--- src/stim_pulse_train_sequencer_macros.svh ---
// Assertion macros used by the sequencer's top-level RTL file.
`ifndef STIM_PULSE_TRAIN_SEQUENCER_MACROS_SVH
`define STIM_PULSE_TRAIN_SEQUENCER_MACROS_SVH

// Same-cycle implication, disabled while reset is asserted.
`define STPTS_ASSERT(label, clk, rst_n, ante, cons, msg) \
    label: assert property (@(posedge clk) disable iff (!rst_n) (ante) |-> (cons)) \
        else $error(msg);

// Next-cycle implication, disabled while reset is asserted.
`define STPTS_ASSERT_NEXT(label, clk, rst_n, ante, cons, msg) \
    label: assert property (@(posedge clk) disable iff (!rst_n) (ante) |=> (cons)) \
        else $error(msg);

`endif

--- src/stpts_pkg.sv ---
`default_nettype none

package stpts_pkg;

    localparam int ADDR_W = 5;

    typedef enum logic [1:0] {
        CMD_TICK  = 2'd0,
        CMD_START = 2'd1,
        CMD_STOP  = 2'd2,
        CMD_LOAD  = 2'd3
    } cmd_t;

    typedef enum logic [2:0] {
        REG_NUM_ENTRIES  = 3'd0,
        REG_NUM_CYCLES   = 3'd1,
        REG_STIM_IVL     = 3'd2,
        REG_PULSE_ON     = 3'd3,
        REG_PULSE_OFF    = 3'd4,
        REG_PARAMS_READY = 3'd5
    } reg_idx_t;

    localparam logic [4:0]  NUM_ENTRIES_RST = 5'd0;
    localparam logic [15:0] NUM_CYCLES_RST  = 16'd20;
    localparam logic [23:0] STIM_IVL_RST    = 24'd5000;
    localparam logic [15:0] PULSE_ON_RST    = 16'd50;
    localparam logic [15:0] PULSE_OFF_RST   = 16'd50;

    typedef struct packed {
        logic [4:0]  num_entries_used;
        logic [15:0] num_cycles;
        logic [23:0] stim_interval_ms;
        logic [15:0] pulse_on_ms;
        logic [15:0] pulse_off_ms;
        logic        params_ready;
    } cfg_t;

    typedef struct packed {
        cmd_t        command;
        logic [3:0]  entry_index;
        logic [15:0] entry_value;
    } item_t;

    typedef struct packed {
        logic        laser_on;
        logic        running;
        logic        sequence_done;
        logic [3:0]  entry_now;
        logic [15:0] cycle_now;
    } result_t;

endpackage

`default_nettype wire

--- src/stpts_cfg.sv ---
`default_nettype none

module stpts_cfg
(
    input  wire logic                      clk,
    input  wire logic                      rst_n,
    input  wire logic                      psel,
    input  wire logic                      penable,
    input  wire logic                      pwrite,
    input  wire logic [stpts_pkg::ADDR_W-1:0] paddr,
    input  wire logic [31:0]               pwdata,
    output logic      [31:0]               prdata,
    output logic                           pready,
    output stpts_pkg::cfg_t                cfg
);
    import stpts_pkg::*;

    cfg_t cfg_reg;
    logic wr_en;
    logic [2:0] reg_sel;

    assign pready  = 1'b1;
    assign wr_en   = psel && penable && pwrite;
    assign reg_sel = paddr[4:2];
    assign cfg     = cfg_reg;

    always_ff @(posedge clk or negedge rst_n)
    begin
        if (!rst_n)
        begin
            cfg_reg.num_entries_used <= NUM_ENTRIES_RST;
            cfg_reg.num_cycles       <= NUM_CYCLES_RST;
            cfg_reg.stim_interval_ms <= STIM_IVL_RST;
            cfg_reg.pulse_on_ms      <= PULSE_ON_RST;
            cfg_reg.pulse_off_ms     <= PULSE_OFF_RST;
            cfg_reg.params_ready     <= 1'b0;
        end
        else if (wr_en)
        begin
            unique case (reg_sel)
                REG_NUM_ENTRIES:  cfg_reg.num_entries_used <= pwdata[4:0];
                REG_NUM_CYCLES:   cfg_reg.num_cycles       <= pwdata[15:0];
                REG_STIM_IVL:     cfg_reg.stim_interval_ms <= pwdata[23:0];
                REG_PULSE_ON:     cfg_reg.pulse_on_ms      <= pwdata[15:0];
                REG_PULSE_OFF:    cfg_reg.pulse_off_ms     <= pwdata[15:0];
                REG_PARAMS_READY: cfg_reg.params_ready     <= pwdata[0];
                default:          ;
            endcase
        end
    end

    always_comb
    begin
        unique case (reg_sel)
            REG_NUM_ENTRIES:  prdata = {27'd0, cfg_reg.num_entries_used};
            REG_NUM_CYCLES:   prdata = {16'd0, cfg_reg.num_cycles};
            REG_STIM_IVL:     prdata = {8'd0, cfg_reg.stim_interval_ms};
            REG_PULSE_ON:     prdata = {16'd0, cfg_reg.pulse_on_ms};
            REG_PULSE_OFF:    prdata = {16'd0, cfg_reg.pulse_off_ms};
            REG_PARAMS_READY: prdata = {31'd0, cfg_reg.params_ready};
            default:          prdata = 32'd0;
        endcase
    end

endmodule

`default_nettype wire

--- src/stpts_seq.sv ---
`default_nettype none

module stpts_seq
#(
    parameter int TABLE_DEPTH = 16
)
(
    input  wire logic              clk,
    input  wire logic              rst_n,
    input  wire logic              step,
    input  stpts_pkg::item_t       item,
    input  stpts_pkg::cfg_t        cfg,
    output stpts_pkg::result_t     result
);
    import stpts_pkg::*;

    // Only the first sixteen slots can ever be loaded; the rest are never written.
    localparam int STORE_DEPTH = (TABLE_DEPTH < 16) ? TABLE_DEPTH : 16;
    localparam int CNT_MAX     = (TABLE_DEPTH < 31) ? TABLE_DEPTH : 31;
    localparam int SW          = (STORE_DEPTH > 1) ? $clog2(STORE_DEPTH) : 1;
    localparam int PTR_W       = (CNT_MAX > 1) ? $clog2(CNT_MAX) : 1;

    typedef struct packed {
        logic [PTR_W-1:0] ptr;
        logic [15:0]      cyc;
        logic             done;
    } fin_t;

    logic [15:0]      store_mem [STORE_DEPTH];
    logic             zero_flag [STORE_DEPTH];

    logic             active_reg, active_next;
    logic [23:0]      ivl_tmr_reg, ivl_tmr_next;
    logic             stim_reg, stim_next;
    logic [15:0]      stim_tmr_reg, stim_tmr_next;
    logic             gate_reg, gate_next;
    logic [15:0]      gate_tmr_reg, gate_tmr_next;
    logic [PTR_W-1:0] ptr_reg, ptr_next;
    logic [15:0]      cyc_reg, cyc_next;

    logic [4:0]       entry_cnt;
    logic [15:0]      dur_cur;
    logic             done;
    fin_t             fin_a, fin_b;
    logic             load_ok;

    // Advances the entry pointer past a finished stimulus and closes the pass at the end.
    function automatic fin_t finish(input logic [PTR_W-1:0] ptr, input logic [15:0] cyc,
                                    input logic [4:0] cnt, input logic [15:0] ncyc);
        fin_t       f;
        logic [5:0] inc;
        inc    = 6'(ptr) + 6'd1;
        f.ptr  = PTR_W'(inc);
        f.cyc  = cyc;
        f.done = 1'b0;
        if (inc >= {1'b0, cnt})
        begin
            f.ptr  = '0;
            f.cyc  = (cyc == 16'hFFFF) ? cyc : cyc + 16'd1;
            f.done = (f.cyc >= ncyc);
        end
        return f;
    endfunction

    assign entry_cnt = (32'(cfg.num_entries_used) > TABLE_DEPTH) ?
                       5'(TABLE_DEPTH) : cfg.num_entries_used;
    assign dur_cur   = store_mem[ptr_reg[SW-1:0]];
    assign load_ok   = (32'(item.entry_index) < TABLE_DEPTH);

    always_comb
    begin
        active_next   = active_reg;
        ivl_tmr_next  = ivl_tmr_reg;
        stim_next     = stim_reg;
        stim_tmr_next = stim_tmr_reg;
        gate_next     = gate_reg;
        gate_tmr_next = gate_tmr_reg;
        ptr_next      = ptr_reg;
        cyc_next      = cyc_reg;
        done          = 1'b0;
        fin_a         = finish(ptr_reg, cyc_reg, entry_cnt, cfg.num_cycles);
        fin_b         = '0;

        unique case (item.command)
            CMD_TICK:
            begin
                if (active_reg)
                begin
                    ivl_tmr_next = (ivl_tmr_reg == 24'hFFFFFF) ? ivl_tmr_reg
                                                               : ivl_tmr_reg + 24'd1;
                    if (stim_reg)
                    begin
                        stim_tmr_next = (stim_tmr_reg == 16'hFFFF) ? stim_tmr_reg
                                                                   : stim_tmr_reg + 16'd1;
                        gate_tmr_next = (gate_tmr_reg == 16'hFFFF) ? gate_tmr_reg
                                                                   : gate_tmr_reg + 16'd1;
                        if (stim_tmr_next >= dur_cur)
                        begin
                            stim_next   = 1'b0;
                            gate_next   = 1'b0;
                            ptr_next    = fin_a.ptr;
                            cyc_next    = fin_a.cyc;
                            done        = fin_a.done;
                            active_next = !fin_a.done;
                        end
                        else if (cfg.pulse_off_ms != 16'd0)
                        begin
                            if (gate_reg && gate_tmr_next >= cfg.pulse_on_ms)
                            begin
                                gate_next     = 1'b0;
                                gate_tmr_next = 16'd0;
                            end
                            else if (!gate_reg && gate_tmr_next >= cfg.pulse_off_ms)
                            begin
                                gate_next     = 1'b1;
                                gate_tmr_next = 16'd0;
                            end
                        end
                    end

                    fin_b = finish(ptr_next, cyc_next, entry_cnt, cfg.num_cycles);
                    if (active_next && !stim_next &&
                        ivl_tmr_next >= cfg.stim_interval_ms &&
                        6'(ptr_next) < {1'b0, entry_cnt})
                    begin
                        ivl_tmr_next  = 24'd0;
                        stim_tmr_next = 16'd0;
                        gate_tmr_next = 16'd0;
                        gate_next     = 1'b1;
                        stim_next     = 1'b1;
                        // A zero-length stimulus ends in the same tick that starts it.
                        if (zero_flag[ptr_next[SW-1:0]])
                        begin
                            stim_next   = 1'b0;
                            gate_next   = 1'b0;
                            ptr_next    = fin_b.ptr;
                            cyc_next    = fin_b.cyc;
                            done        = fin_b.done;
                            active_next = !fin_b.done;
                        end
                    end
                end
            end
            CMD_START:
            begin
                if (cfg.params_ready)
                begin
                    active_next   = 1'b1;
                    cyc_next      = 16'd0;
                    ptr_next      = '0;
                    ivl_tmr_next  = 24'd0;
                    stim_next     = 1'b0;
                    stim_tmr_next = 16'd0;
                    gate_next     = 1'b0;
                    gate_tmr_next = 16'd0;
                end
            end
            CMD_STOP:
            begin
                active_next = 1'b0;
                stim_next   = 1'b0;
                gate_next   = 1'b0;
            end
            CMD_LOAD:
            begin
            end
            default:
            begin
            end
        endcase

        result.laser_on      = stim_next && (gate_next || cfg.pulse_off_ms == 16'd0);
        result.running       = active_next;
        result.sequence_done = done;
        result.entry_now     = 4'(ptr_next);
        result.cycle_now     = cyc_next;
    end

    always_ff @(posedge clk or negedge rst_n)
    begin
        if (!rst_n)
        begin
            active_reg   <= 1'b0;
            ivl_tmr_reg  <= 24'd0;
            stim_reg     <= 1'b0;
            stim_tmr_reg <= 16'd0;
            gate_reg     <= 1'b0;
            gate_tmr_reg <= 16'd0;
            ptr_reg      <= '0;
            cyc_reg      <= 16'd0;
        end
        else if (step)
        begin
            active_reg   <= active_next;
            ivl_tmr_reg  <= ivl_tmr_next;
            stim_reg     <= stim_next;
            stim_tmr_reg <= stim_tmr_next;
            gate_reg     <= gate_next;
            gate_tmr_reg <= gate_tmr_next;
            ptr_reg      <= ptr_next;
            cyc_reg      <= cyc_next;
        end
    end

    // The duration table has no reset; a zero flag per slot is kept beside it.
    always_ff @(posedge clk)
    begin
        if (step && item.command == CMD_LOAD && load_ok)
        begin
            store_mem[item.entry_index[SW-1:0]] <= item.entry_value;
            zero_flag[item.entry_index[SW-1:0]] <= (item.entry_value == 16'd0);
        end
    end

endmodule

`default_nettype wire

--- src/stim_pulse_train_sequencer.sv ---
// Pipeline: a transaction is captured in the input register, and its result in the
// result register.
// Throughput: one transaction per clock while m_tready is high; the result register
// and the input register each take a new transaction whenever the next stage is free.
// Reset: rst_n clears the sequencer state and loads the register defaults at once;
// the duration table holds no value until it is loaded.
`default_nettype none

`include "stim_pulse_train_sequencer_macros.svh"

module stim_pulse_train_sequencer
#(
    parameter int TABLE_DEPTH = 16
)
(
    input  wire logic                         clk,
    input  wire logic                         rst_n,
    input  wire logic                         s_tvalid,
    output logic                              s_tready,
    input  wire logic [23:0]                  s_tdata,  // entry_index[3:0], entry_value[19:4]
    input  wire logic [1:0]                   s_tuser,  // command[1:0]
    output logic                              m_tvalid,
    input  wire logic                         m_tready,
    output logic      [23:0]                  m_tdata,  // laser_on[0], running[1],
                                                        // entry_now[5:2], cycle_now[21:6]
    output logic                              m_tlast,  // sequence_done
    input  wire logic                         psel,
    input  wire logic                         penable,
    input  wire logic                         pwrite,
    input  wire logic [stpts_pkg::ADDR_W-1:0] paddr,
    input  wire logic [31:0]                  pwdata,
    output logic      [31:0]                  prdata,
    output logic                              pready
);
    import stpts_pkg::*;

    cfg_t    cfg;
    item_t   in_item_reg;
    logic    in_valid_reg;
    result_t seq_result;
    result_t out_result_reg;
    logic    out_valid_reg;
    logic    out_free;
    logic    step;

    assign out_free = !out_valid_reg || m_tready;
    assign step     = in_valid_reg && out_free;
    assign s_tready = !in_valid_reg || out_free;

    stpts_cfg u_cfg
    (
        .clk     (clk),
        .rst_n   (rst_n),
        .psel    (psel),
        .penable (penable),
        .pwrite  (pwrite),
        .paddr   (paddr),
        .pwdata  (pwdata),
        .prdata  (prdata),
        .pready  (pready),
        .cfg     (cfg)
    );

    stpts_seq #(.TABLE_DEPTH(TABLE_DEPTH)) u_seq
    (
        .clk    (clk),
        .rst_n  (rst_n),
        .step   (step),
        .item   (in_item_reg),
        .cfg    (cfg),
        .result (seq_result)
    );

    always_ff @(posedge clk or negedge rst_n)
    begin
        if (!rst_n)
        begin
            in_valid_reg  <= 1'b0;
            out_valid_reg <= 1'b0;
        end
        else
        begin
            if (s_tready)
            begin
                in_valid_reg <= s_tvalid;
            end
            if (out_free)
            begin
                out_valid_reg <= step;
            end
        end
    end

    always_ff @(posedge clk)
    begin
        if (s_tvalid && s_tready)
        begin
            in_item_reg.command     <= cmd_t'(s_tuser);
            in_item_reg.entry_index <= s_tdata[3:0];
            in_item_reg.entry_value <= s_tdata[19:4];
        end
        if (step)
        begin
            out_result_reg <= seq_result;
        end
    end

    assign m_tvalid = out_valid_reg;
    assign m_tlast  = out_result_reg.sequence_done;
    assign m_tdata  = {2'b00, out_result_reg.cycle_now, out_result_reg.entry_now,
                       out_result_reg.running, out_result_reg.laser_on};

    `STPTS_ASSERT(a_laser_only_running, clk, rst_n, out_valid_reg && out_result_reg.laser_on, out_result_reg.running, "laser on while the sequence is idle")
    `STPTS_ASSERT(a_done_stops_run, clk, rst_n, out_valid_reg && out_result_reg.sequence_done, !out_result_reg.running, "sequence done while still running")
    `STPTS_ASSERT(a_stall_only_when_full, clk, rst_n, !s_tready, in_valid_reg && out_valid_reg && !m_tready, "input stalled with room downstream")
    `STPTS_ASSERT_NEXT(a_result_drains, clk, rst_n, out_valid_reg && m_tready && !step, !out_valid_reg, "result register not emptied after its transaction")

endmodule

`default_nettype wire
--- config.mk ---
export PLATFORM = sky130hd
export DESIGN_NAME = stim_pulse_train_sequencer
export DESIGN_NICKNAME = d
export VERILOG_FILES = /design/src/stpts_pkg.sv /design/src/stpts_cfg.sv /design/src/stpts_seq.sv /design/src/stim_pulse_train_sequencer.sv
export VERILOG_INCLUDE_DIRS = /design/src /design/src/src
export SDC_FILE = /design/constraint.sdc
export NUM_CORES = 1
export LEC_CHECK = 0
export BUFFER_PORTS_ARGS = -buffer_cell sky130_fd_sc_hd__buf_2
export CORE_MARGIN = 2
export CORE_UTILIZATION = 35
export CTS_CLUSTER_SIZE = 30
export DETAILED_ROUTE_END_ITERATION = 10
export PLACE_DENSITY = 0.56
export REMOVE_ABC_BUFFERS = 1
export SLEW_MARGIN = 10
export SYNTH_ARGS = -nofsm -noshare
export SYNTH_HDL_FRONTEND = slang
export SYNTH_SLANG_ARGS = --single-unit
--- constraint.sdc ---
create_clock -name clk -period 24.5 [get_ports clk]
set_input_delay 4.9 -clock clk [delete_from_list [all_inputs] [get_ports clk]]
set_output_delay 4.9 -clock clk [all_outputs]
set_load 0.02 [all_outputs]
# [After elaboration in Yosys (flattened, before gate mapping)]
# Memory sizes are Yosys's and may differ from the RTL's.
# Index checks and enable logic that the tools add are counted.
[word_totals] regBits=204 output_inout_bits=60 inputBits=70 mem_bits_rw=272 elab_cells=173 mem_count=2
[op_classes] n_reduce_logical=35 eq_ne=16 order_cmp=10 add_sub_neg=7 n_mux=79
[memory_table] name="u_seq.store_mem" words=16 width=16 rd=1 rd_ports_with_merged_regs=0 write_ports=1 line="stpts_seq.sv:29" source="logic [15:0] store_mem [STORE_DEPTH];"
[memory_table] name="u_seq.zero_flag" words=16 width=1 rd=1 rd_ports_with_merged_regs=0 write_ports=1 line="stpts_seq.sv:30" source="logic zero_flag [STORE_DEPTH];"
[ops] operator="16-bit two-way mux" n=23
[ops] operator="24-bit case mux with 6 select lines" n=1
[ops] operator="24-bit two-way mux" n=4
[ops] operator="16-bit case mux with 2 select lines" n=3
[ops] operator="21-bit two-way mux" n=4
[ops] operator="16-bit greater-or-equal comparator" n=5
[ops] operator="16-bit by 1-bit adder with 16-bit output, second input constant" n=4
[ops] operator="16-bit equality test, second input constant" n=4
[ops] operator="24-bit case mux with 2 select lines" n=1
[ops] operator="16-bit logical NOT" n=2
[ops] operator="4-bit two-way mux" n=8
[ops] operator="1-bit two-way mux" n=30
[ops] operator="24-bit by 1-bit adder with 24-bit output, second input constant" n=1
[ops] operator="24-bit equality test, second input constant" n=1
[ops] operator="24-bit greater-or-equal comparator" n=1
[ops] operator="16-bit nonzero test" n=1
[ops] operator="2-bit AND reduction" n=7
[ops] operator="6-bit by 5-bit greater-or-equal comparator with 1-bit output" n=2
[ops] operator="1-bit logical AND" n=11
[ops] operator="4-bit by 1-bit adder with 5-bit output, second input constant" n=2
[ops] operator="1-bit case mux with 3 select lines" n=3
[ops] operator="4-bit case mux with 2 select lines" n=1
[ops] operator="3-bit by 2-bit equality test with 1-bit output, second input constant" n=2
[ops] operator="3-bit equality test, second input constant" n=2
[ops] operator="16 further kinds" n=24

# [Logic depth before layout (Yosys ltp)]
# Gate-level depths: netlist (run 1).
[logic_depth] ltp_word=19 depth_mapped=38 depth_no_buf=36

# [Modules after synthesis]
# From an unflattened synthesis (run 1), not the netlist that was laid out.
[hier_totals] hier_cells=1952 hier_area_um2=25055.3
[by_module_without_submodules] module="stpts_seq" n_inst=1 cells_each=1630 area_each_um2=19931.6
[by_module_without_submodules] module="stpts_cfg" n_inst=1 cells_each=266 area_each_um2=3649.8
[by_module_without_submodules] module="stim_pulse_train_sequencer" n_inst=1 cells_each=56 area_each_um2=1473.9

# [Worst setup path after synthesis (run 1)]
# Ideal clock, no wire load.
[synth_timing] path_kind="input port to output port" startpoint="in paddr[3] in the netlist's numbering" endpoint="out prdata[2]" path_stages=5 required_ps=19600 slack_ps=13318 arrival_ps=6282 n_path_buf=3 path_cell_list="clkbuf_1 > buf_1 > clkbuf_1 > mux2i_1 > o22ai_1"
[synth_via] elab_chain_cells=2 word_cells_on_any_way=7 cone_classes="eq/ne (5); mux (1); reduce/logical (1)"
[synth_rtl] element="from (decl)" line="stim_pulse_train_sequencer.sv:30" source="input wire logic [stpts_pkg::ADDR_W-1:0] paddr,"
[synth_rtl] element="3-bit equality test, or another cell as far along" line="stpts_cfg.sv:54" source="unique case (reg_sel)"
[synth_rtl] element="24-bit case mux with 6 select lines *" line="stpts_cfg.sv:54"
[synth_rtl] element="to (decl)" line="stim_pulse_train_sequencer.sv:32" source="output logic [31:0] prdata,"
# Every way passes the cells marked *; elsewhere a longest branch is shown, timed or not.

# [Worst setup path after layout (run 1)]
[layout_timing] startpoint="in paddr[3] in the netlist's numbering" endpoint="out prdata[15]"
# The elaborated chain is that of the path after synthesis.

==> report_table.html, run 1 <==
<table>
<tr><th>Metric</th><th>Value</th></tr>
<tr><th colspan="2">Outcome</th></tr>
<tr><td>Result of the run</td><td>completed</td></tr>
<tr><th colspan="2">Placement</th></tr>
<tr><td>Gpl congestion</td><td>around 0.87</td></tr>
<tr><td>Number of port buffers</td><td>between 100 and 150</td></tr>
<tr><td>Number of cells after detailed placement</td><td>between 3000 and 4000</td></tr>
<tr><td>Detailed placement HPWL</td><td>about 43000 µm</td></tr>
<tr><td>Instance area at placement</td><td>approximately 0.026 mm²</td></tr>
<tr><th colspan="2">Synthesis</th></tr>
<tr><td>Area share of fa/ha/maj cells after synthesis</td><td>under 10%</td></tr>
<tr><td>Number of synthesis warnings</td><td>0</td></tr>
<tr><td>Number of flops mapped to enable cells by yosys</td><td>317</td></tr>
<tr><td>Number of synthesized register bits</td><td>476</td></tr>
<tr><td>Largest family of logic cells by synthesized area</td><td>compound AO/OA/AOI/OAI gates</td></tr>
<tr><td>Multiplexer area fraction after synthesis</td><td>between 8 and 9%</td></tr>
<tr><td>Synth Area in XOR/XNOR</td><td>3.04%</td></tr>
<tr><td>Area of the mapped netlist</td><td>between 0.02 and 0.025 mm²</td></tr>
<tr><td>Most used flip-flop cell after synthesis</td><td>edfxtp_1</td></tr>
<tr><td>Simple-gate area share of the yosys netlist</td><td>between 10 and 15%</td></tr>
<tr><td>Synth Area per Inst</td><td>between 10 and 15 µm²</td></tr>
<tr><td>Share of async-settable or async-resettable flops after synthesis</td><td>about a third</td></tr>
<tr><td>Number of distinct standard cells referenced by the synthesized netlist</td><td>90</td></tr>
<tr><td>Number of instances in the synthesized netlist</td><td>between 2000 and 2500</td></tr>
<tr><td>Complex-gate fraction of the synthesized area</td><td>about an eighth</td></tr>
<tr><td>Share of synthesized area occupied by flip-flops and latches</td><td>55.1%</td></tr>
<tr><th colspan="2">Die</th></tr>
<tr><td>Height of the die</td><td>around 270 µm</td></tr>
<tr><td>Width of the chip</td><td>approximately 270 µm</td></tr>
<tr><td>Die area</td><td>between 0.07 and 0.08 mm²</td></tr>
<tr><td>Number of top-level pins</td><td>between 100 and 150</td></tr>
<tr><td>Number of standard-cell rows in the floorplan</td><td>97</td></tr>
<tr><td>Total core area</td><td>0.0697 mm²</td></tr>
<tr><td>Starting Density</td><td>35.2%</td></tr>
<tr><th colspan="2">Routing</th></tr>
<tr><td>Routed length on met1</td><td>between 20000 and 30000 µm</td></tr>
<tr><td>TritonRoute pass-1 iters</td><td>5</td></tr>
<tr><td>Mean number of vias per cell</td><td>about 5.3</td></tr>
<tr><td>WL final</td><td>a little over 60000 µm</td></tr>
<tr><td>Detail-routed net length per standard cell</td><td>between 20 and 25 µm</td></tr>
<tr><td>Via count</td><td>between 15000 and 20000</td></tr>
<tr><td>ANT nets after route</td><td>0</td></tr>
<tr><td>First DRT Iteration DRCs</td><td>roughly 1300</td></tr>
<tr><td>Detailed-routed wire length on met3</td><td>3010 µm</td></tr>
<tr><td>Met2 wire len</td><td>about 30000 µm</td></tr>
<tr><td>Drc violations</td><td>0</td></tr>
<tr><td>Top Metal Used</td><td>met4</td></tr>
<tr><th colspan="2">Clock network</th></tr>
<tr><td>CTS tree</td><td>yes</td></tr>
<tr><td>Post CTS Setup Buffer Count</td><td>0</td></tr>
<tr><td>TritonCTS Buffers</td><td>53</td></tr>
<tr><td>Reg clk slew, reported paths</td><td>about 0.060 ns</td></tr>
<tr><td>Hold buffers post-CTS</td><td>0</td></tr>
<tr><td>Root buffer cell</td><td>clkbuf_16</td></tr>
<tr><td>Clk_lat worst skew</td><td>0.62 ns</td></tr>
<tr><td>Post_cts resized</td><td>0</td></tr>
<tr><td>Count of clock tree sinks</td><td>476</td></tr>
<tr><td># H-tree levels</td><td>2</td></tr>
<tr><td>Maximum clock path buffer count</td><td>3</td></tr>
<tr><th colspan="2">Worst setup path</th></tr>
<tr><td>Source of the worst register-to-register timing path</td><td>u_seq.ptr_reg[0]$_DFFE_PN0P_</td></tr>
<tr><td>Endpoint type of the worst setup path</td><td>output pin</td></tr>
<tr><td>Critical path type</td><td>in2out</td></tr>
<tr><td>Worst reg2reg endpoint</td><td>m_tdata[1]$_DFFE_PP_</td></tr>
<tr><td>Type of element launching the critical path</td><td>primary input</td></tr>
<tr><td>Top Family by Delay on Critical Path</td><td>simple AND/OR/NAND/NOR gates</td></tr>
<tr><td>Number of cells on the worst reg-to-reg path</td><td>31</td></tr>
<tr><td>Data arrival time at the worst-slack endpoint</td><td>7.27 ns</td></tr>
<tr><td>Max stage delay on crit path</td><td>about 0.96 ns</td></tr>
<tr><td>Crit Path Max Fanout</td><td>46</td></tr>
<tr><td>Worst path most repeated cell</td><td>buf_2</td></tr>
<tr><td>Worst endpoint required time</td><td>19.60 ns</td></tr>
<tr><td>FF-to-FF setup slack</td><td>around 15 ns</td></tr>
<tr><td>Crit path buf inv count</td><td>2</td></tr>
<tr><td>Sequence of cells on the critical path</td><td>buf_2, nor2b_1, a22oi_1, o22ai_1, buf_2</td></tr>
<tr><td>Slowest-stage cell, CP</td><td>nor2b_1</td></tr>
<tr><th colspan="2">Timing</th></tr>
<tr><td>Setup repair after global routing missed its margin</td><td>false</td></tr>
<tr><td>Pins Over Slew Limit</td><td>0</td></tr>
<tr><td>Crit share post-route</td><td>about half</td></tr>
<tr><td># setup viols final</td><td>0</td></tr>
<tr><td>Transition time at the pin with the least slew margin</td><td>1.18 ns</td></tr>
<tr><td>Post-route minimum period</td><td>between 10 and 15 ns</td></tr>
<tr><td>Setup TNS Final</td><td>0 ns</td></tr>
<tr><td>Worst slew margin relative to its limit</td><td>approximately a fifth</td></tr>
<tr><td>Setup clock skew after layout</td><td>about 0.038 ns</td></tr>
<tr><td>Hold slack</td><td>0.516 ns</td></tr>
<tr><td>Achievable frequency</td><td>between 80 and 90 MHz</td></tr>
<tr><td>Final hold viol count</td><td>0</td></tr>
<tr><th colspan="2">Final layout</th></tr>
<tr><td>Layout cells sized above 1</td><td>17.3%</td></tr>
<tr><td>Flip-flop count of the largest register after layout</td><td>about 260</td></tr>
<tr><td>Filler instances</td><td>roughly 6700</td></tr>
<tr><td>Final instance count without filler cells</td><td>between 3000 and 4000</td></tr>
<tr><td>Post-layout instance area</td><td>0.0279 mm²</td></tr>
<tr><td>Number of diodes</td><td>0</td></tr>
<tr><td>Area growth from synthesis to final layout</td><td>13.9%</td></tr>
<tr><td>Nets@finish</td><td>between 2000 and 2500</td></tr>
<tr><td>Core occupancy in the finished layout</td><td>about 40%</td></tr>
<tr><th colspan="2">Power</th></tr>
<tr><td>Reported leakage power</td><td>approximately 11 nW</td></tr>
<tr><td>Largest vdd supply drop</td><td>roughly 0.000053 V</td></tr>
<tr><td>Power density cells</td><td>approximately 72 mW/mm²</td></tr>
<tr><th colspan="2">Min path</th></tr>
<tr><td>Endpoint with the worst hold slack</td><td>u_seq.gate_tmr_reg[8]$_DFFE_PN0P_</td></tr>
<tr><td>Hold-critical path depth</td><td>1</td></tr>
<tr><td>Min-Delay Path Class</td><td>reg2reg</td></tr>
<tr><td>Startpoint of the tightest hold check path</td><td>u_seq.gate_tmr_reg[8]$_DFFE_PN0P_</td></tr>
<tr><th colspan="2">GRT</th></tr>
<tr><td>Wire length of the first global-routing pass</td><td>around 95000 µm</td></tr>
<tr><td>Tot GR Track Use</td><td>between 10% and 20%</td></tr>
<tr><td>Via count of the first global-routing pass</td><td>16200</td></tr>
<tr><td>Largest net degree at the start of global routing</td><td>95</td></tr>
<tr><td>Global route total overflow</td><td>0</td></tr>
<tr><td>Initial antenna violation count</td><td>1</td></tr>
<tr><th colspan="2">Job</th></tr>
<tr><td>Max capacitance violation total</td><td>0</td></tr>
</table>
-- final cells by class --
class	instances	area [µm²]	share of cell area (%)
inverter	110	415	1.49
tap	940	1180	4.21
sequential	476	13500	48.4
timing repair buffer	139	790	2.83
clock inverter	27	360	1.29
multi-input combinational	1337	10200	36.7
clock buffer	69	1430	5.11
-- kinds of logic after synthesis --
kind of cell / count (synthesis)
compound gates: 439
xor+xnor: 85
fa+ha+maj: 125
buf+inv: 216
flops: 476
mux: 116
other cells: 2
simple gates: 561
-- routing by layer --
metal / vias up / GRT usage, %
met5: - / 0
met4: 0 / 4.20
met3: 71 / 2.44
met2: 392 / 29.9
met1: 8295 / 22.4
li1: 7694 / -
-- worst max path at each step --
stage | startpoint | to | slack [ns] | depth (start not counted)
final | paddr[3] | prdata[15] | 12.33 | 5
after global routing | paddr[3] | prdata[15] | 12.20 | 5
after CTS | paddr[3] | prdata[15] | 12.38 | 5
after detailed placement | paddr[3] | prdata[15] | 12.40 | 5
after global placement | paddr[3] | prdata[15] | 12.41 | 5
after floorplan | paddr[3] | prdata[15] | 13.65 | 3
-- cells in the mapped netlist, types with 30 or more instances --
library cell,instances,area share [%]
a21o_1,46,1.4
a21oi_1,58,1.2
a22o_1,44,1.6
and3_1,30,0.77
clkbuf_1,80,1.2
dfrtp_1,146,15
edfxtp_1,317,39
ha_1,125,6.4
inv_1,109,1.7
mux4_2,81,7.4
nand2_1,226,3.5
nand2b_1,32,0.82
nand3_1,48,0.98
nor2_1,87,1.3
o21ai_0,171,3.5
xnor2_1,57,2.0
-- worst register-to-register path: cells and delay by family (launching register included) --
family                     cells  cell delay [ns]
adders and majority gates      3             0.66
xor gates and xnor gates       2             0.53
DFF                            1             0.88
and+or+nand+nor                9             1.42
buffers and inverters          3             1.16
muxes                          2             1.12
AOI/OAI and AO/OA             12             3.20
-- cells in the final DEF (no fill, tap or decap), types with 7 or more instances in the layout --
cell type and count:
nor3_1 14, nand4_1 26, o31ai_1 13, o22ai_1 17
and2_1 15, mux2_2 17, dfstp_2 13, dfrtp_1 144
clkbuf_1 13, ha_1 125, and4_1 8, nor4_1 11
edfxtp_1 317, xnor2_1 57, clkinv_2 7, conb_1 11
a21oi_1 58, inv_1 109, bufinv_16 7, o21ai_0 171
a22o_1 44, buf_4 35, nand2b_1 32, buf_2 103
mux2i_1 17, a22oi_1 16, nand2_1 226, nor2b_1 21
mux4_2 81, nand3_1 48, nor2_2 12, o21a_1 10
clkbuf_16 54, a21o_1 46, nor2_1 75, xor2_1 28
and3_1 30
-- through the flow --
step,setup WS (ns),power [mW]
after floorplan,13.65,1.11
after global routing,12.20,2.09
after CTS,12.38,2.02
after global placement,12.41,1.19
final,12.33,2.00
after detailed placement,12.40,1.20
-- power breakdown --
part | leakage (nW) | switching [mW] | internal, mW | total [mW]
sequential | 4.85 | 0.0419 | 0.910 | 0.952
combinational | 5.31 | 0.144 | 0.0888 | 0.233
clock | 0.870 | 0.328 | 0.487 | 0.815
Note: power is estimated with default switching activity, not from simulation.
==> inputs of run 2 (changes only) <==
- clock period: 24.5 -> 11.27 ns (I/O delays scaled with it)
==> run 2 against run 1 <==
Cell count about the same. Sequential cell count is the same. Sequential share of layout area up 0.063 points. Routed wire length rose by 0.37%. Core utilization down 0.052 points. Design area shrank 0.13%. Highest routed layer unchanged.
==> report_table.html, run 2 (synthesized netlist as in run 1, its figures left out) <==
<table>
<tr><th>Metric</th><th>Value</th></tr>
<tr><th colspan="2">Die</th></tr>
<tr><td>Die area</td><td>0.0722 mm²</td></tr>
<tr><td>Number of top-level pins</td><td>130</td></tr>
<tr><td>Starting Density</td><td>about a third</td></tr>
<tr><td>Width of the chip</td><td>roughly 270 µm</td></tr>
<tr><td>Total core area</td><td>roughly 0.07 mm²</td></tr>
<tr><td>Height of the die</td><td>269 µm</td></tr>
<tr><td>Number of standard-cell rows in the floorplan</td><td>between 90 and 100</td></tr>
<tr><th colspan="2">Power</th></tr>
<tr><td>Total design power</td><td>4.30 mW</td></tr>
<tr><td>Largest vdd supply drop</td><td>between 0.0001 and 0.00015 V</td></tr>
<tr><td>Power density cells</td><td>between 150 and 200 mW/mm²</td></tr>
<tr><td>Reported leakage power</td><td>roughly 11 nW</td></tr>
<tr><th colspan="2">Job</th></tr>
<tr><td>Max capacitance violation total</td><td>0</td></tr>
<tr><th colspan="2">Final layout</th></tr>
<tr><td>Layout cells sized above 1</td><td>approximately 17%</td></tr>
<tr><td>Area growth from synthesis to final layout</td><td>13.7%</td></tr>
<tr><td>Core occupancy in the finished layout</td><td>approximately two fifths</td></tr>
<tr><td>Post-layout instance area</td><td>roughly 0.028 mm²</td></tr>
<tr><td>Final instance count without filler cells</td><td>slightly above 3000</td></tr>
<tr><td>Leading cell types in the layout, fill and taps excluded</td><td>317 x edfxtp_1, 226 x nand2_1, 171 x o21ai_0</td></tr>
<tr><td>Nets@finish</td><td>approximately 2300</td></tr>
<tr><td>Flip-flop count of the largest register after layout</td><td>between 200 and 300</td></tr>
<tr><td>Commonest non-fill, non-tap cell in the layout</td><td>edfxtp_1</td></tr>
<tr><th colspan="2">Routing</th></tr>
<tr><td>First DRT Iteration DRCs</td><td>about 1200</td></tr>
<tr><td>Via count</td><td>~16000</td></tr>
<tr><td>Mean number of vias per cell</td><td>5.29</td></tr>
<tr><td>Detail-routed net length per standard cell</td><td>20.2 µm</td></tr>
<tr><td>WL final</td><td>around 62000 µm</td></tr>
<tr><td>Drc violations</td><td>0</td></tr>
<tr><td>TritonRoute pass-1 iters</td><td>5</td></tr>
<tr><td>ANT nets after route</td><td>0</td></tr>
<tr><th colspan="2">Worst setup path</th></tr>
<tr><td>Max stage delay on crit path</td><td>between 0.8 and 0.9 ns</td></tr>
<tr><td>Worst endpoint required time</td><td>between 10 and 15 ns</td></tr>
<tr><td>Type of element launching the critical path</td><td>flop</td></tr>
<tr><td>Crit Path Max Fanout</td><td>33</td></tr>
<tr><td>Critical path type</td><td>reg2reg</td></tr>
<tr><td>Slowest-stage cell, CP</td><td>dfrtp_4</td></tr>
<tr><td>Data arrival time at the worst-slack endpoint</td><td>between 9 and 10 ns</td></tr>
<tr><td>Worst path most repeated cell</td><td>a21o_1</td></tr>
<tr><td>Endpoint type of the worst setup path</td><td>flop</td></tr>
<tr><th colspan="2">Clock network</th></tr>
<tr><td># H-tree levels</td><td>2</td></tr>
<tr><td>CTS tree</td><td>yes</td></tr>
<tr><td>Post CTS Setup Buffer Count</td><td>0</td></tr>
<tr><td>Root buffer cell</td><td>clkbuf_16</td></tr>
<tr><td>Clk_lat worst skew</td><td>between 0.6 and 0.7 ns</td></tr>
<tr><td>Hold buffers post-CTS</td><td>0</td></tr>
<tr><td>Reg clk slew, reported paths</td><td>0.06 ns</td></tr>
<tr><td>Count of clock tree sinks</td><td>between 400 and 500</td></tr>
<tr><td>TritonCTS Buffers</td><td>52</td></tr>
<tr><td>Maximum clock path buffer count</td><td>3</td></tr>
<tr><td>Post_cts resized</td><td>0</td></tr>
<tr><th colspan="2">Timing</th></tr>
<tr><td>Achievable frequency</td><td>116 MHz</td></tr>
<tr><td>Pins Over Slew Limit</td><td>0</td></tr>
<tr><td>Hold slack</td><td>0.508 ns</td></tr>
<tr><td>Worst slew margin relative to its limit</td><td>about 22%</td></tr>
<tr><td>Post-route minimum period</td><td>~8.6 ns</td></tr>
<tr><td>Final hold viol count</td><td>0</td></tr>
<tr><td># setup viols final</td><td>0</td></tr>
<tr><td>Transition time at the pin with the least slew margin</td><td>between 1 and 1.5 ns</td></tr>
<tr><td>Setup TNS Final</td><td>0 ns</td></tr>
<tr><td>Setup clock skew after layout</td><td>~0.031 ns</td></tr>
<tr><td>Setup repair after global routing missed its margin</td><td>false</td></tr>
<tr><td>Final worst setup slack</td><td>2.65 ns</td></tr>
<tr><td>Crit share post-route</td><td>76.5%</td></tr>
<tr><th colspan="2">GRT</th></tr>
<tr><td>Initial antenna violation count</td><td>0</td></tr>
<tr><td>Wire length of the first global-routing pass</td><td>roughly 95000 µm</td></tr>
<tr><td>Via count of the first global-routing pass</td><td>around 16000</td></tr>
<tr><td>Tot GR Track Use</td><td>between 10% and 20%</td></tr>
<tr><td>Largest net degree at the start of global routing</td><td>97</td></tr>
<tr><td>Global route total overflow</td><td>0</td></tr>
<tr><th colspan="2">Placement</th></tr>
<tr><td>Gpl congestion</td><td>about 0.85</td></tr>
<tr><td>Number of cells after detailed placement</td><td>between 3000 and 4000</td></tr>
<tr><td>Detailed placement HPWL</td><td>42100 µm</td></tr>
<tr><td>Instance area at placement</td><td>between 0.02 and 0.03 mm²</td></tr>
<tr><td>Number of port buffers</td><td>around 100</td></tr>
<tr><td>Post-Place Setup Slack</td><td>roughly 2.6 ns</td></tr>
<tr><th colspan="2">Outcome</th></tr>
<tr><td>Result of the run</td><td>completed</td></tr>
<tr><th colspan="2">Min path</th></tr>
<tr><td>Min-Delay Path Class</td><td>reg2reg</td></tr>
</table>
run 2: worst paths after layout:
| check | slack (ns) | startpoint | depth (start not counted) | end |
|---|---|---|---|---|
| worst min-delay path | 0.51 | in_valid_reg$_DFFE_PN0N_ | 1 | m_tvalid$_DFFE_PN0P_ |
| worst max register to register | 2.65 | u_seq.ptr_reg[0]$_DFFE_PN0P_ | 31 | m_tdata[1]$_DFFE_PP_ |
| worst min register to register | 0.51 | in_valid_reg$_DFFE_PN0N_ | 1 | m_tvalid$_DFFE_PN0P_ |
| min in group asynchronous | 1.74 | rst_n | 1 | u_seq.ivl_tmr_reg[9]$_DFFE_PN0P_ |
| worst max-delay path | 2.65 | u_seq.ptr_reg[0]$_DFFE_PN0P_ | 31 | m_tdata[1]$_DFFE_PP_ |
| max in group asynchronous | 7.98 | rst_n | 2 | u_seq.ptr_reg[0]$_DFFE_PN0P_ |
run 2: final cells by class:
cell class	instances	area (µm²)
Fill cell	6695	41800
Sequential cell	476	13500
Multi-Input combinational cell	1337	10200
Tap cell	940	1180
Antenna cell	1	2.50
Clock inverter	27	333
Clock buffer	70	1410
Timing Repair Buffer	140	797
Inverter	110	415
run 2: per-layer routing:
metal  track usage [%]  part of all wire, %  vias to the layer above
met5                 0                    0                        -
met4              6.35                  3.4                        0
met3              2.83                  4.7                      100
met2              29.1                   48                      392
met1              22.6                   43                     8224
li1                  -                    -                     7694
run 2: critical path, delay by kind of cell (launching register included):
kind	cells	cell delay, ns
buffers and inverters	3	0.86
DFF	1	0.87
xor gates and xnor gates	2	0.49
adders and majority gates	3	0.63
muxes	2	1.12
AOI/OAI and AO/OA	12	2.99
and+or+nand+nor	9	1.47
run 2: report_power, final:
part	internal, mW	switching [mW]	total (mW)
clock	1.02	0.715	1.74
combinational	0.191	0.309	0.500
sequential	1.98	0.0857	2.06
